[src/rtl/core/hash_directory_table_engine_top_assert.svh]
// Assertion macros for the hash directory engine.
// Both macros expect clk_i and rst_ni in the including scope.
`ifndef HASH_DIRECTORY_TABLE_ENGINE_TOP_ASSERT_SVH
`define HASH_DIRECTORY_TABLE_ENGINE_TOP_ASSERT_SVH
`ifndef NO_ASSERTIONS
// same-cycle implication
`define HDTE_ASSERT_IMP(lbl, ante, cons, msg) \
  lbl: assert property (@(posedge clk_i) disable iff (!rst_ni) (ante) |-> (cons)) \
    else $error(msg);
// next-cycle implication
`define HDTE_ASSERT_NXT(lbl, ante, cons, msg) \
  lbl: assert property (@(posedge clk_i) disable iff (!rst_ni) (ante) |=> (cons)) \
    else $error(msg);
`else
`define HDTE_ASSERT_IMP(lbl, ante, cons, msg)
`define HDTE_ASSERT_NXT(lbl, ante, cons, msg)
`endif
`endif

[src/rtl/core/hdt_pkg.sv]
package hdt_pkg;

  localparam int unsigned CMD_W    = 3;
  localparam int unsigned POS_W    = 10;
  localparam int unsigned VAL_W    = 32;
  localparam int unsigned STRIDE_W = 11;
  localparam int unsigned SIZE_W   = 11;
  localparam int unsigned ERR_W    = 2;

  typedef enum logic [CMD_W-1:0] {
    CMD_LOOKUP = 3'd0,
    CMD_DOUBLE = 3'd1,
    CMD_FILL   = 3'd2,
    CMD_MERGE  = 3'd3,
    CMD_HALVE  = 3'd4,
    CMD_APPEND = 3'd5
  } cmd_e;

  typedef enum logic [ERR_W-1:0] {
    ERR_NONE  = 2'd0,
    ERR_FULL  = 2'd1,
    ERR_RANGE = 2'd2
  } err_e;

  typedef enum logic [3:0] {
    ST_IDLE,
    ST_START,
    ST_LOOKUP,
    ST_DOUBLE,
    ST_FILL_DN,
    ST_FILL_UP,
    ST_MOD,
    ST_MERGE_ADDR,
    ST_MERGE_CMP,
    ST_HALVE,
    ST_DONE
  } state_e;

  // one result word
  typedef struct packed {
    logic [VAL_W-1:0]  read_value;
    logic              success;
    logic [SIZE_W-1:0] table_size;
    err_e              error;
  } res_t;

endpackage

[src/rtl/core/hdt_rem.sv]
module hdt_rem #(
  parameter int unsigned DIV_W = 11
) (
  input  logic                         clk_i,
  input  logic                         rst_ni,
  input  logic                         start_i,
  input  logic [hdt_pkg::STRIDE_W-1:0] dividend_i,
  input  logic [DIV_W-1:0]             divisor_i,
  output logic [DIV_W-1:0]             rem_o,
  output logic                         done_o
);

  localparam int unsigned NW    = hdt_pkg::STRIDE_W;
  localparam int unsigned CNT_W = $clog2(NW);

  logic             busy_q, busy_d;
  logic             done_q, done_d;
  logic [CNT_W-1:0] cnt_q, cnt_d;
  logic [DIV_W-1:0] rem_q, rem_d;
  logic [NW-1:0]    dvd_q, dvd_d;
  logic [DIV_W:0]   trial, diff;

  // restoring remainder, one dividend bit a cycle
  always_comb begin
    trial  = {rem_q, dvd_q[NW-1]};
    diff   = trial - {1'b0, divisor_i};
    busy_d = busy_q;
    done_d = 1'b0;
    cnt_d  = cnt_q;
    rem_d  = rem_q;
    dvd_d  = dvd_q;
    if (start_i) begin
      busy_d = 1'b1;
      cnt_d  = '0;
      rem_d  = '0;
      dvd_d  = dividend_i;
    end else if (busy_q) begin
      rem_d = (trial >= {1'b0, divisor_i}) ? diff[DIV_W-1:0] : trial[DIV_W-1:0];
      dvd_d = {dvd_q[NW-2:0], 1'b0};
      cnt_d = cnt_q + CNT_W'(1);
      if (cnt_q == CNT_W'(NW - 1)) begin
        busy_d = 1'b0;
        done_d = 1'b1;
      end
    end
  end

  always_ff @(posedge clk_i or negedge rst_ni) begin
    if (!rst_ni) begin
      busy_q <= 1'b0;
      done_q <= 1'b0;
      cnt_q  <= '0;
    end else begin
      busy_q <= busy_d;
      done_q <= done_d;
      cnt_q  <= cnt_d;
    end
  end

  always_ff @(posedge clk_i) begin
    rem_q <= rem_d;
    dvd_q <= dvd_d;
  end

  assign rem_o  = rem_q;
  assign done_o = done_q;

endmodule

[config.mk]
export PLATFORM = sky130hd
export DESIGN_NAME = hdt_rem
export DESIGN_NICKNAME = d
export VERILOG_FILES = /design/src/rtl/core/hash_directory_table_engine_top_assert.svh /design/src/rtl/core/hdt_pkg.sv /design/src/rtl/core/hdt_rem.sv
export SDC_FILE = /design/constraint.sdc
export NUM_CORES = 1
export LEC_CHECK = 0
export BUFFER_PORTS_ARGS = -buffer_cell sky130_fd_sc_hd__buf_4
export CAP_MARGIN = 20
export CORE_MARGIN = 3
export CORE_UTILIZATION = 50
export DETAILED_ROUTE_END_ITERATION = 12
export PLACE_DENSITY = 0.71
export SKIP_CTS_REPAIR_TIMING = 1
export SKIP_LAST_GASP = 1
export SYNTH_ARGS = -nofsm -noshare
export SYNTH_HDL_FRONTEND = slang
export SYNTH_SLANG_ARGS = --single-unit
[constraint.sdc]
create_clock -name clk_i -period 2.9 [get_ports clk_i]
set_input_delay 0.435 -clock clk_i [delete_from_list [all_inputs] [get_ports clk_i]]
set_output_delay 0.435 -clock clk_i [all_outputs]
set_load 0.1 [all_outputs]
==> run metrics <==
total of fill cells in the finished design=just over 300; Final Max Slew Viols=0; RD Place Congestion=0.847; post-route ant nets=0; mapped cell area=1920 um^2; setup TNS=0 ns; kind of critical path=register to register; Gate Count Post-Synth=193; total CTS buffers=3; via count=1559; CTS tree=built; DRC=0; async set-reset flop share out of synthesis=between 20 and 25%; Top FF cell, synth=edfxtp_1; period utilization=81.9%; CP endpoint kind=register; drt wl/cell=roughly 15 um; first-pass GRT wire length=around 7000 um; EDFF count, synth=11; worst-margin pin slew=0.702 ns; drt total wl=between 4000 and 5000 um; RSZ-0062 raised after global routing=no; reg-to-reg slack, setup=0.53 ns; clock transition at the registers of the reported paths=0.10 ns; crit path max fanout=11; R2R Path Start=dvd_q[10]; Synth area leader=edfxtp_1; non-filler cells, final=272; # Max-Cap Violations=0; Root Buffer=clkbuf_8; synth top area cells=edfxtp_1 (17%), dfxtp_1 (11%), ha_1 (8.5%), dfrtp_1 (7.8%), mux2_2 (5.9%); Setup WS post-layout=0.526 ns; Slew HR=53.2%; pre-CTS setup slack=0.368 ns; ant diodes=0; Final Hold Fails=0; Worst Setup SP=dvd_q[10]; Syn Nets=roughly 230; min-delay worst type=primary input to register; Tot Pwr=between 2000 and 2500 uW; First-pass DRT Iterations=4; Iteration-0 DRC Markers=78; #FFs+latches synth=28; core box area=3520 um^2; Tot GR Track Use=between 10% and 20%; average cell area after synthesis=between 9 and 10 um^2; endpoints failing setup=0; Req. time, crit path=a little over 3 ns; Power per Cell Area=approximately 1100 nW/um^2; clock skew=0.00823 ns; vias in the first global route=1513; DIE HEIGHT=68.0 um; Initial Util=54.7%; maximum VDD drop=699 uV; Longest Clk Path Bufs=2; FMAX=421 MHz; Placed Cells incl. Taps=267; Synth top area share=17.2%; largest net degree at the start of global routing=32; Static Leak=0.00101 uW; Clock Latency Late Sink=0.28 ns; vias per cell=5.73; startpoint type of the worst setup path=register; status=complete, no violations; CTS sink count=28; Seq/Total Area, Yosys=36.4%; nets=266; Finished Core Util=65.1%; commonest non-fill, non-tap cell in the layout=buf_4; count of cell types in the netlist=52; cell row count=21; Ports=37; HPWL after DPL=3130 um; initial antenna violation count=0; Ys Warns=0; Worst Hold Launch=dividend_i[0]; die area=4630 um^2; Arr. time, crit path=2.55 ns; Die W=68.0 um; H-tree depth=1; most frequent cells in the layout=buf_4 (37), nor2_1 (17), inv_1 (15), ha_1 (13); total grt overflow=0; min Tclk post-route=2.37 ns; port bufs=36; Layout area overhead=19.2%; share of layout cells above drive strength 1=30.1%
-- flip-flops by register name (all words and copies together), names as in the netlist --
signal  cells
dvd_q      11
rem_o      11
cnt_q       4
busy_q      1
done_o      1
-- stage by stage --
| stage | area, um^2 | hold slack (ns) |
|---|---|---|
| detailed placement | 2210 | 0.245 |
| floorplan | 1920 | 0.139 |
| global placement | 2210 | 0.244 |
| global route | 2290 | 0.450 |
| finish | 2290 | 0.450 |
| CTS | 2280 | -0.0523 |
-- power breakdown --
group	leakage [uW]	switching [uW]	internal, uW
registers	0.000284	93.8	498
logic	0.000686	1030	511
clock network	0.0000357	124	185
-- Yosys cell counts (2+ instances only) --
| cell | count |
|---|---|
| nor2b_1 | 3 |
| a21oi_1 | 8 |
| clkbuf_1 | 3 |
| nand4_1 | 3 |
| dfrtp_1 | 6 |
| o32ai_1 | 2 |
| nand2_1 | 5 |
| ha_1 | 13 |
| buf_1 | 3 |
| a21o_1 | 4 |
| o21ai_0 | 4 |
| o21a_1 | 2 |
| nor3b_1 | 3 |
| mux2i_1 | 2 |
| nand2b_1 | 5 |
| a211oi_1 | 2 |
| o21ai_2 | 7 |
| xor2_1 | 4 |
| mux2_2 | 10 |
| inv_1 | 15 |
| o311ai_1 | 2 |
| edfxtp_1 | 11 |
| nor2_1 | 17 |
| a311oi_1 | 7 |
| dfxtp_1 | 11 |
| o21ai_1 | 2 |
| nand3_1 | 9 |
| xnor2_1 | 5 |
| nor4_1 | 2 |
-- cells by family after synthesis --
kind of cell / share of synthesized area [%]
AND/OR/NAND/NOR: 15.9
AO/OA/AOI/OAI: 21.8
flip-flops: 36.4
buffers and inverters: 5.40
adder cells (fa/ha/maj): 9.49
multiplexers: 6.89
XOR/XNOR: 4.10
-- final cells by class --
class                      instances  area, um^2  area share, %
sequential                        28         701           30.6
clock buffer                       3        41.3           1.80
multi-input combinational        141        1120           48.8
clock inverter                     1        30.0           1.31
tap                               46        57.6           2.51
inverter                          15        56.3           2.45
timing repair buffer              38         288           12.5
-- path summary, 6_finish.rpt --
| check | end | cells past startpoint |
|---|---|---|
| max | rem_o[3] | 9 |
| min | dvd_q[0] | 2 |
| max reg2reg | rem_o[3] | 9 |
| min reg2reg | rem_o[8] | 2 |
| max in group asynchronous | done_o | 2 |
| min in group asynchronous | cnt_q[0] | 2 |
-- worst max-delay path, cell delays in order (launching register included) --
cell and delay, ns:
edfxtp_1 0.37, inv_1 0.05, ha_1 0.23, fa_1 0.42, nand2b_1 0.18, a21o_2 0.23, a21boi_4 0.15, o21ba_4 0.26
o21ai_2 0.09, a311oi_1 0.28
-- per-layer routing --
layer  part of all wire [%]  track usage [%]  up-vias
li1                       -                -      782
met2                     49             32.4       39
met5                      0                0        -
met4                   0.50             4.47        0
met1                     46             27.7      736
met3                    4.8             2.96        2
(Power assumes the default switching activity.)
